`config.mk`:
```
export PLATFORM = sky130hd
export DESIGN_NAME = affinity_priority_ready_queue_core
export DESIGN_NICKNAME = d
export VERILOG_FILES = /design/src/sv/aprq_pkg.sv /design/src/sv/aprq_cell.sv /design/src/sv/affinity_priority_ready_queue_core.sv
export VERILOG_INCLUDE_DIRS = /design/src /design/src/sv
export SDC_FILE = /design/constraint.sdc
export NUM_CORES = 2
export LEC_CHECK = 0
export BUFFER_PORTS_ARGS = -buffer_cell sky130_fd_sc_hd__buf_2
export CELL_PAD_IN_SITES_DETAIL_PLACEMENT = 0
export CELL_PAD_IN_SITES_GLOBAL_PLACEMENT = 1
export CORE_UTILIZATION = 54
export CTS_CLUSTER_DIAMETER = 100
export DETAILED_ROUTE_END_ITERATION = 10
export PLACE_DENSITY_LB_ADDON = 0.12
export SETUP_SLACK_MARGIN = 0.1
export SYNTH_ARGS = -nofsm -noshare
export SYNTH_HDL_FRONTEND = slang
export SYNTH_HIERARCHICAL = 1
export SYNTH_SLANG_ARGS = --single-unit
```
`constraint.sdc`:
```
create_clock -name clk -period 14.6 [get_ports clk]
set_input_delay 0.73 -clock clk [delete_from_list [all_inputs] [get_ports clk]]
set_output_delay 0.73 -clock clk [all_outputs]
set_load 0.005 [all_outputs]
```
`src/sv/assert_macros.svh`:
```
// ============================================================================
// Assertion macros
// Clocked concurrent assertion helpers used by the queue core RTL.
// ============================================================================
`ifndef ASSERT_MACROS_SVH
`define ASSERT_MACROS_SVH

// Property holds at every clock edge outside reset.
`define APRQ_ASSERT(lbl, clk, rst_n, prop, msg) \
    lbl: assert property (@(posedge clk) disable iff (!rst_n) (prop)) else $error(msg);

// Antecedent at one edge implies consequent at the next edge.
`define APRQ_ASSERT_NEXT(lbl, clk, rst_n, ante, cons, msg) \
    lbl: assert property (@(posedge clk) disable iff (!rst_n) (ante) |=> (cons)) else $error(msg);

`endif

```
`src/sv/aprq_pkg.sv`:
```
// ============================================================================
// aprq_pkg
// Shared types and constants of the affinity priority ready queue.
// ============================================================================
package aprq_pkg;

    localparam int PRI_W   = 15;
    localparam int AFF_W   = 8;
    localparam int CPU_W   = 3;
    localparam int ID_IN_W = 8;
    localparam int OCC_W   = 6;
    localparam int STAT_W  = 2;

    localparam int DEF_QUEUE_DEPTH = 32;
    localparam int DEF_CPU_COUNT   = 8;
    localparam int DEF_ID_BITS     = 8;

    typedef enum logic [1:0] {
        OP_INSERT = 2'd0,
        OP_REMOVE = 2'd1,
        OP_TAKE   = 2'd2,
        OP_NONE   = 2'd3
    } op_t;

    typedef enum logic [STAT_W-1:0] {
        STAT_OK       = 2'd0,
        STAT_NOTFOUND = 2'd1,
        STAT_FULL     = 2'd2,
        STAT_RSVD     = 2'd3
    } status_t;

    // Broadcast command from the controller to every cell.
    typedef struct packed {
        logic             capture;  // latch the per-cell match flag
        logic             apply;    // move the chain this cycle
        op_t              op;
        logic [PRI_W-1:0] pri;      // effective priority of the transaction
        logic [AFF_W-1:0] aff;
        logic [CPU_W-1:0] cpu;
        logic             cpu_ok;   // cpu number below the CPU count
    } cell_cmd_t;

endpackage

```
`src/sv/aprq_cell.sv`:
```
// ============================================================================
// aprq_cell
// One queue slot: holds a task, latches its match flag and shifts data to or
// from its neighbors when the chain moves.
// ============================================================================
module aprq_cell
    import aprq_pkg::*;
#(
    parameter int ID_BITS = DEF_ID_BITS
)
(
    input  logic               clk,
    input  logic               rst_n,
    input  cell_cmd_t          cmd,
    input  logic [ID_BITS-1:0] cmd_id,
    // left neighbor (toward the head)
    input  logic               left_flag,
    input  logic               left_valid,
    input  logic [ID_BITS-1:0] left_task,
    input  logic [PRI_W-1:0]   left_pri,
    input  logic [AFF_W-1:0]   left_aff,
    // right neighbor (toward the tail)
    input  logic               right_valid,
    input  logic [ID_BITS-1:0] right_task,
    input  logic [PRI_W-1:0]   right_pri,
    input  logic [AFF_W-1:0]   right_aff,
    // hold on remove or take: this cell lies before the removed one
    input  logic               hold,
    output logic               flag,
    output logic               valid,
    output logic [ID_BITS-1:0] task_id,
    output logic [PRI_W-1:0]   pri,
    output logic [AFF_W-1:0]   aff,
    output logic               nxt_valid,
    output logic [PRI_W-1:0]   nxt_pri
);

    logic               valid_reg, valid_next;
    logic               flag_reg, flag_next;
    logic [ID_BITS-1:0] task_reg, task_next;
    logic [PRI_W-1:0]   pri_reg, pri_next;
    logic [AFF_W-1:0]   aff_reg, aff_next;

    always_comb
    begin
        valid_next = valid_reg;
        flag_next  = flag_reg;
        task_next  = task_reg;
        pri_next   = pri_reg;
        aff_next   = aff_reg;
        if (cmd.capture)
        begin
            unique case (cmd.op)
                OP_INSERT: flag_next = valid_reg && (pri_reg >= cmd.pri);
                OP_REMOVE: flag_next = valid_reg && (task_reg == cmd_id);
                OP_TAKE:   flag_next = valid_reg && cmd.cpu_ok && aff_reg[cmd.cpu];
                default:   flag_next = 1'b0;
            endcase
        end
        if (cmd.apply)
        begin
            case (cmd.op) inside
                OP_INSERT:
                begin
                    // keep cells stay; the first other cell takes the new task
                    if (!flag_reg)
                    begin
                        if (left_flag)
                        begin
                            valid_next = 1'b1;
                            task_next  = cmd_id;
                            pri_next   = cmd.pri;
                            aff_next   = cmd.aff;
                        end
                        else
                        begin
                            valid_next = left_valid;
                            task_next  = left_task;
                            pri_next   = left_pri;
                            aff_next   = left_aff;
                        end
                    end
                end
                OP_REMOVE, OP_TAKE:
                begin
                    if (!hold)
                    begin
                        valid_next = right_valid;
                        task_next  = right_task;
                        pri_next   = right_pri;
                        aff_next   = right_aff;
                    end
                end
                default:
                begin
                end
            endcase
        end
    end

    always_ff @(posedge clk or negedge rst_n)
    begin
        if (!rst_n)
        begin
            valid_reg <= 1'b0;
            flag_reg  <= 1'b0;
        end
        else
        begin
            valid_reg <= valid_next;
            flag_reg  <= flag_next;
        end
    end

    always_ff @(posedge clk)
    begin
        task_reg <= task_next;
        pri_reg  <= pri_next;
        aff_reg  <= aff_next;
    end

    assign flag      = flag_reg;
    assign valid     = valid_reg;
    assign task_id   = task_reg;
    assign pri       = pri_reg;
    assign aff       = aff_reg;
    assign nxt_valid = valid_next;
    assign nxt_pri   = pri_next;

endmodule

```
`src/sv/affinity_priority_ready_queue_core.sv`:
```
// ============================================================================
// affinity_priority_ready_queue_core
// Ready queue of tasks sorted by falling priority, held in a chain of cells.
// ============================================================================
//
//  Channel  Signals                    Direction  Carries
//  -------  -------------------------  ---------  ---------------------------
//  s_*      s_tvalid s_tready s_tdata  in         one command (insert/remove/
//           s_tuser                               take) per transaction
//  m_*      m_tvalid m_tready m_tdata  out        one result per command
//
//  On accept every cell latches a match flag (priority compare, id compare
//  or affinity bit); the shift cycle then loads the output register and,
//  where the command changes the queue, moves the chain by one place.
//  A result waiting in the output register does not block the accept of the
//  next command; that command stalls in its shift cycle until the result is
//  taken. Reset empties the queue at once (cell valid and flag bits only).
//
`include "assert_macros.svh"

module affinity_priority_ready_queue_core
    import aprq_pkg::*;
#(
    parameter int QUEUE_DEPTH = DEF_QUEUE_DEPTH,
    parameter int CPU_COUNT   = DEF_CPU_COUNT,
    parameter int ID_BITS     = DEF_ID_BITS
)
(
    input  logic        clk,
    input  logic        rst_n,
    input  logic        s_tvalid,
    output logic        s_tready,
    // [7:0] task_id, [22:8] priority_req, [23] realtime_req,
    // [38:24] rt_priority, [46:39] affinity, [49:47] cpu, [55:50] zero
    input  logic [55:0] s_tdata,
    // [1:0] opcode
    input  logic [1:0]  s_tuser,
    output logic        m_tvalid,
    input  logic        m_tready,
    // [1:0] status, [9:2] taken_id, [24:10] used_priority,
    // [39:25] head_priority, [45:40] occupancy, [47:46] zero
    output logic [47:0] m_tdata
);

    localparam int CNT_W = $clog2(QUEUE_DEPTH + 1);

    typedef enum logic [1:0] {
        ST_IDLE  = 2'b01,
        ST_APPLY = 2'b10
    } state_t;

    state_t state_reg, state_next;

    // latched command
    op_t                op_reg;
    logic [ID_BITS-1:0] id_reg;
    logic [PRI_W-1:0]   pri_reg;
    logic [AFF_W-1:0]   aff_reg;

    logic [CNT_W-1:0]   cnt_reg, cnt_next;
    logic               out_valid_reg, out_valid_next;
    logic [47:0]        out_data_reg, out_data_next;

    // unpacked input fields
    op_t                in_op;
    logic [ID_BITS-1:0] in_id;
    logic [PRI_W-1:0]   in_pri;
    logic [AFF_W-1:0]   in_aff;
    logic [CPU_W-1:0]   in_cpu;

    cell_cmd_t          cmd;
    logic [ID_BITS-1:0] cmd_id;
    logic               accept;
    logic               stall;
    logic               do_apply;
    logic               full;

    // chain wiring
    logic               c_flag  [QUEUE_DEPTH];
    logic               c_valid [QUEUE_DEPTH];
    logic [ID_BITS-1:0] c_task  [QUEUE_DEPTH];
    logic [PRI_W-1:0]   c_pri   [QUEUE_DEPTH];
    logic [AFF_W-1:0]   c_aff   [QUEUE_DEPTH];
    logic               c_nvalid[QUEUE_DEPTH];
    logic [PRI_W-1:0]   c_npri  [QUEUE_DEPTH];

    logic [QUEUE_DEPTH-1:0] match_vec;
    logic [QUEUE_DEPTH-1:0] first_hot;
    logic [QUEUE_DEPTH-1:0] before_vec;
    logic [QUEUE_DEPTH-1:0] valid_vec;
    logic [QUEUE_DEPTH-2:0] order_err;
    logic                   found;
    logic [ID_BITS-1:0]     sel_task;
    logic [PRI_W-1:0]       sel_pri;

    // ------------------------------------------------------------------
    // Input decode
    // ------------------------------------------------------------------
    assign in_op  = op_t'(s_tuser);
    assign in_id  = ID_BITS'(s_tdata[7:0]);
    assign in_pri = s_tdata[23] ? s_tdata[38:24] : s_tdata[22:8];
    assign in_aff = s_tdata[46:39];
    assign in_cpu = s_tdata[49:47];

    assign s_tready = (state_reg == ST_IDLE);
    assign accept   = s_tvalid && s_tready;
    assign stall    = out_valid_reg && !m_tready;
    assign do_apply = (state_reg == ST_APPLY) && !stall;
    assign full     = (cnt_reg == CNT_W'(QUEUE_DEPTH));

    // Capture uses the live input; the shift cycle uses the latched command.
    always_comb
    begin
        cmd.capture = accept;
        cmd.apply   = do_apply && !((op_reg == OP_INSERT) && full);
        cmd.cpu     = in_cpu;
        cmd.cpu_ok  = (32'(in_cpu) < CPU_COUNT);
        if (state_reg == ST_IDLE)
        begin
            cmd.op = in_op;
            cmd.pri = in_pri;
            cmd.aff = in_aff;
            cmd_id = in_id;
        end
        else
        begin
            cmd.op = op_reg;
            cmd.pri = pri_reg;
            cmd.aff = aff_reg;
            cmd_id = id_reg;
        end
    end

    // ------------------------------------------------------------------
    // Cell chain: cell 0 is the head
    // ------------------------------------------------------------------
    for (genvar i = 0; i < QUEUE_DEPTH; i++)
    begin : g_cell
        logic               l_flag, l_valid, r_valid;
        logic [ID_BITS-1:0] l_task, r_task;
        logic [PRI_W-1:0]   l_pri, r_pri;
        logic [AFF_W-1:0]   l_aff, r_aff;

        if (i == 0)
        begin : g_head
            assign l_flag  = 1'b1;
            assign l_valid = 1'b0;
            assign l_task  = '0;
            assign l_pri   = '0;
            assign l_aff   = '0;
        end
        else
        begin : g_mid
            assign l_flag  = c_flag[i-1];
            assign l_valid = c_valid[i-1];
            assign l_task  = c_task[i-1];
            assign l_pri   = c_pri[i-1];
            assign l_aff   = c_aff[i-1];
        end

        if (i == QUEUE_DEPTH - 1)
        begin : g_tail
            assign r_valid = 1'b0;
            assign r_task  = '0;
            assign r_pri   = '0;
            assign r_aff   = '0;
        end
        else
        begin : g_body
            assign r_valid = c_valid[i+1];
            assign r_task  = c_task[i+1];
            assign r_pri   = c_pri[i+1];
            assign r_aff   = c_aff[i+1];
        end

        aprq_cell #(
            .ID_BITS (ID_BITS)
        ) u_cell (
            .clk         (clk),
            .rst_n       (rst_n),
            .cmd         (cmd),
            .cmd_id      (cmd_id),
            .left_flag   (l_flag),
            .left_valid  (l_valid),
            .left_task   (l_task),
            .left_pri    (l_pri),
            .left_aff    (l_aff),
            .right_valid (r_valid),
            .right_task  (r_task),
            .right_pri   (r_pri),
            .right_aff   (r_aff),
            .hold        (before_vec[i]),
            .flag        (c_flag[i]),
            .valid       (c_valid[i]),
            .task_id     (c_task[i]),
            .pri         (c_pri[i]),
            .aff         (c_aff[i]),
            .nxt_valid   (c_nvalid[i]),
            .nxt_pri     (c_npri[i])
        );

        assign match_vec[i] = c_flag[i];
        assign valid_vec[i] = c_valid[i];

        if (i < QUEUE_DEPTH - 1)
        begin : g_order
            assign order_err[i] = c_valid[i+1] && (c_pri[i+1] > c_pri[i]);
        end
    end

    // Isolate the first match; every cell ahead of it holds, the rest pull
    // from the right. No match gives all ones, so the chain holds.
    assign first_hot  = match_vec & (~match_vec + 1'b1);
    assign before_vec = first_hot - 1'b1;
    assign found      = |match_vec;

    always_comb
    begin
        sel_task = '0;
        sel_pri  = '0;
        for (int i = 0; i < QUEUE_DEPTH; i++)
        begin
            if (first_hot[i])
            begin
                sel_task = sel_task | c_task[i];
                sel_pri  = sel_pri | c_pri[i];
            end
        end
    end

    // ------------------------------------------------------------------
    // Result and count
    // ------------------------------------------------------------------
    always_comb
    begin
        status_t          st;
        logic [ID_IN_W-1:0] taken;
        logic [PRI_W-1:0] used;
        logic [PRI_W-1:0] head;

        st       = STAT_OK;
        taken    = '0;
        used     = '0;
        cnt_next = cnt_reg;
        unique case (op_reg)
            OP_INSERT:
            begin
                if (full)
                begin
                    st = STAT_FULL;
                end
                else
                begin
                    used     = pri_reg;
                    cnt_next = cnt_reg + 1'b1;
                end
            end
            OP_REMOVE:
            begin
                if (found)
                begin
                    cnt_next = cnt_reg - 1'b1;
                end
                else
                begin
                    st = STAT_NOTFOUND;
                end
            end
            OP_TAKE:
            begin
                if (found)
                begin
                    taken    = ID_IN_W'(sel_task);
                    used     = sel_pri;
                    cnt_next = cnt_reg - 1'b1;
                end
                else
                begin
                    st = STAT_NOTFOUND;
                end
            end
            default:
            begin
            end
        endcase
        head = c_nvalid[0] ? c_npri[0] : '0;
        out_data_next = {2'b00, OCC_W'(cnt_next), head, used, taken, st};
    end

    always_comb
    begin
        state_next     = state_reg;
        out_valid_next = out_valid_reg;
        if (out_valid_reg && m_tready)
        begin
            out_valid_next = 1'b0;
        end
        unique case (state_reg)
            ST_IDLE:
            begin
                if (accept)
                begin
                    state_next = ST_APPLY;
                end
            end
            ST_APPLY:
            begin
                if (!stall)
                begin
                    out_valid_next = 1'b1;
                    state_next     = ST_IDLE;
                end
            end
            default:
            begin
                state_next = ST_IDLE;
            end
        endcase
    end

    always_ff @(posedge clk or negedge rst_n)
    begin
        if (!rst_n)
        begin
            state_reg     <= ST_IDLE;
            cnt_reg       <= '0;
            out_valid_reg <= 1'b0;
        end
        else
        begin
            state_reg     <= state_next;
            out_valid_reg <= out_valid_next;
            if (do_apply)
            begin
                cnt_reg <= cnt_next;
            end
        end
    end

    // Latch the command on accept; load the result in each unstalled shift cycle.
    always_ff @(posedge clk)
    begin
        if (accept)
        begin
            op_reg  <= in_op;
            id_reg  <= in_id;
            pri_reg <= in_pri;
            aff_reg <= in_aff;
        end
        if (do_apply)
        begin
            out_data_reg <= out_data_next;
        end
    end

    assign m_tvalid = out_valid_reg;
    assign m_tdata  = out_data_reg;

    // ------------------------------------------------------------------
    // Assertions
    // ------------------------------------------------------------------
    `APRQ_ASSERT(a_valid_prefix, clk, rst_n, ((valid_vec + 1'b1) & valid_vec) == '0, "valid cells are not a prefix")
    `APRQ_ASSERT(a_count_match, clk, rst_n, 32'(cnt_reg) == $countones(valid_vec), "count differs from valid cells")
    `APRQ_ASSERT(a_sorted, clk, rst_n, order_err == '0, "queue not sorted by falling priority")
    `APRQ_ASSERT_NEXT(a_accept_apply, clk, rst_n, accept, state_reg == ST_APPLY, "accept did not enter shift cycle")
    `APRQ_ASSERT_NEXT(a_result_out, clk, rst_n, do_apply, m_tvalid, "shift cycle produced no result")

endmodule

```
==> tab_implementation.tex <==
\begin{tabular}{lr}
\hline
Metric & Value \\
\hline
\multicolumn{2}{l}{\textbf{Cells and area}} \\
Final Net Count & 10.7k \\
Layout overhead on the synthesized area & 8.32\% \\
Number of non-filler instances in the completed layout & about 12k \\
Most common library cell in the layout ignoring fill and taps & a21oi\_1 \\
Final standard cell area without fillers & 94500 um\^{}2 \\
Fraction of final layout cells with drive strength greater than 1 & 0.0734 \\
Sequential standard cell area & 29200 um\^{}2 \\
Total area of multi-input combinational cells & 53200 um\^{}2 \\
Post-Route Utilization & 0.589 \\
Largest register FFs & 480 \\
Total of fill cells in the finished design & between 10k and 15k \\
Most frequent cells in the layout & a21oi\_1, nor2\_1, o22ai\_1 \\
\multicolumn{2}{l}{\textbf{Clock network}} \\
Clock Path Buffers & 3 \\
Root buffer cell & clkbuf\_16 \\
Insertion delay of the later-clocked pin in the worst-skew pair & about 810 ps \\
TritonCTS buffer count & approximately 140 \\
CTS resizes & 0 \\
Htree depth & 4 \\
CTS tree & yes \\
Clk sink count & around 1.1k \\
Clock input transition at the sequential cells of the worst setup and hold paths & around 70 ps \\
\multicolumn{2}{l}{\textbf{Yosys}} \\
Number of warnings reported in the yosys synthesis log & 6 \\
Number of library cell types mapped by synthesis & 97 \\
Primary FF master, synth & edfxtp\_1 \\
Syn\_area\_per\_cell & around 8.5 um\^{}2 \\
Sequential area share after synthesis & 0.334 \\
Synth Register Bits & 1144 \\
Number of enable flip-flop cells after synthesis & around 590 \\
Async set-or-reset flop fraction in the synthesized netlist & 0.0638 \\
Gate Count Post-Synth & 10.2k \\
Netlist area before placement & $\sim$87000 um\^{}2 \\
\multicolumn{2}{l}{\textbf{Timing}} \\
Post-route minimum period & between 5000 and 6000 ps \\
Final Cycle Share & 0.399 \\
RSZ-0062 raised after global routing & no \\
Worst-case setup margin in the final layout & 8780 ps \\
Setup skew after layout & $\sim$37 ps \\
Highest clock rate & between 150 and 200 MHz \\
Final setup violation count & 0 \\
Endpoints failing hold & 0 \\
Headroom to the max-slew limit & 0.0366 \\
Post-route worst hold slack & about 110 ps \\
Measured slew at the worst slew-check pin & 1430 ps \\
Setup TNS & 0 ps \\
Number of slew-limit violations in the final report & 0 \\
\multicolumn{2}{l}{\textbf{Global route}} \\
Number of antenna violations at the first check in global routing & 38 \\
Total congestion overflow after global routing & 0 \\
First-pass GRT wire length & $\sim$540 mm \\
Via count of the first global-routing pass & $\sim$78k \\
GRT Resource Usage Total & 0.447 \\
Largest net degree at the start of global routing & $\sim$160 \\
\multicolumn{2}{l}{\textbf{Die}} \\
Effective utilization at floorplan & 0.543 \\
X dimension of the die & 404 um \\
Overall die area & 163000 um\^{}2 \\
Num rows & between 100 and 150 \\
Chip Height & roughly 400 um \\
Number of primary I/O pins & between 100 and 150 \\
Standard cell core area & approximately 160000 um\^{}2 \\
\multicolumn{2}{l}{\textbf{Place}} \\
Sum of net half-perimeters after detailed placement & between 200 and 300 mm \\
Placed Cells & roughly 12k \\
Port bufs & approximately 100 \\
Worst Setup Slack post-DPL & a little over 9000 ps \\
Global placer's final weighted congestion & between 1 and 1.5 \\
Total placed instance area & 89900 um\^{}2 \\
\multicolumn{2}{l}{\textbf{Routing}} \\
First-pass DRT Iterations & 7 \\
Avg WL per Cell & 30.6 um \\
Violation count after the first detailed-routing iteration & 13.5k \\
Total wire length & around 380 mm \\
Residual DRC count & 0 \\
Number of nets with antenna violations after routing & 0 \\
Detail-routed via count per cell & roughly 7.0 \\
Via Count & 86.9k \\
\multicolumn{2}{l}{\textbf{Worst setup path}} \\
Worst Setup End Kind & register \\
Critical setup path kind & reg -> reg \\
Max Fanout on Critical Path & 41 \\
Critical path data required time & approximately 15000 ps \\
Sort of element at the start of the critical path & register \\
CP arrival & around 6300 ps \\
\multicolumn{2}{l}{\textbf{Hold path}} \\
Worst hold path type & in -> reg \\
\multicolumn{2}{l}{\textbf{Status}} \\
Outcome & completed \\
\multicolumn{2}{l}{\textbf{Pwr}} \\
Pwr/cell area & approximately 180 nW/um\^{}2 \\
Maximum resistive drop on vdd & roughly 0.00014 V \\
Reported leakage power & about 38 nW \\
Total chip power & between 15 and 20 mW \\
\multicolumn{2}{l}{\textbf{Flow run}} \\
Max Cap Viol & 0 \\
\hline
\end{tabular}
worst paths after layout:
check,startpoint,end,slack (ps),cells after the start
worst max-delay path,g_cell[0].u_cell/flag,m_tdata[16],8780,10
max in group asynchronous,rst_n,g_cell[28].u_cell/flag,12610,3
worst min register to register,state_reg[1],m_tvalid,520,2
worst min-delay path,s_tdata[5],id_reg[5],110,1
worst max register to register,g_cell[0].u_cell/flag,m_tdata[16],8780,10
min in group asynchronous,rst_n,m_tvalid,650,2
synth_stat cells (35+ instances only):
cell / number / share of area
nand2b_1: 73 / 0.0052
mux2_2: 77 / 0.0099
clkbuf_1: 265 / 0.011
a21oi_1: 1602 / 0.092
and4_1: 39 / 0.0039
dfxtp_1: 480 / 0.11
o21a_1: 35 / 0.0030
dfrtp_1: 72 / 0.021
nor3_1: 60 / 0.0034
nor2b_1: 96 / 0.0069
edfxtp_1: 591 / 0.20
inv_1: 670 / 0.029
buf_2: 208 / 0.012
a32oi_1: 42 / 0.0042
nor4_1: 80 / 0.0057
nand3_1: 58 / 0.0033
a211oi_1: 41 / 0.0035
o21ai_0: 224 / 0.013
mux4_1: 62 / 0.019
xor2_1: 225 / 0.023
mux2i_1: 545 / 0.063
nor2_1: 1142 / 0.049
a22o_1: 51 / 0.0051
a22oi_1: 146 / 0.013
nand2_1: 500 / 0.022
a31oi_1: 107 / 0.0077
o22ai_1: 873 / 0.063
ha_1: 613 / 0.088
o22a_1: 417 / 0.042
buf_1: 235 / 0.010
a221oi_1: 39 / 0.0039
o31ai_1: 36 / 0.0031
report_power, final:
| part | internal (mW) | total [mW] | switching, mW |
|---|---|---|---|
| registers | 4.01 | 5.34 | 1.32 |
| logic | 2.96 | 7.70 | 4.75 |
| clock network | 2.08 | 3.64 | 1.55 |
logic make-up (layout without fill, tap and decap cells):
logic type                 Yosys count  in the layout  share of synthesized area
AOI/OAI and AO/OA                 3904           3904                      0.282
and+or+nand+nor                   2219           2219                      0.114
buffers and inverters             1396           1254                     0.0639
DFF                               1144           1144                      0.334
muxes                              687            687                     0.0918
adders and majority gates          613            613                     0.0879
xor gates and xnor gates           256            256                     0.0257
other                                2            113                  0.0000861
critical path: stages, from the launching register on:
cell and delay (ps):
dfrtp_4 700, or4_4 820, clkinv_4 320, nand4_4 410, inv_1 370, and3_1 750, buf_4 430, a222oi_1 160
a21boi_0 210, and4_1 410, a21oi_1 810
metal layers:
layer / share of wire / track usage
met5: 0.00046 / 0
met4: 0.054 / 0.209
met3: 0.14 / 0.151
met2: 0.39 / 0.608
met1: 0.41 / 0.631
layout make-up:
cell class,instances,share of cell area
clock inverter,57,0.00645
timing repair buffer,320,0.0234
sequential,1144,0.309
multi-input combinational,7778,0.562
inverter,677,0.0269
clock buffer,200,0.0425
tap,2160,0.0286
antenna,14,0.000371
timing repair:
item | CTS | global route
buffers inserted | 0 | 0
endpoints found under the hold margin | 28 | 0
hold buffers | 1 | 0
endpoints found under the setup margin | 0 | 0
Note: power is estimated with default switching activity, not from simulation.
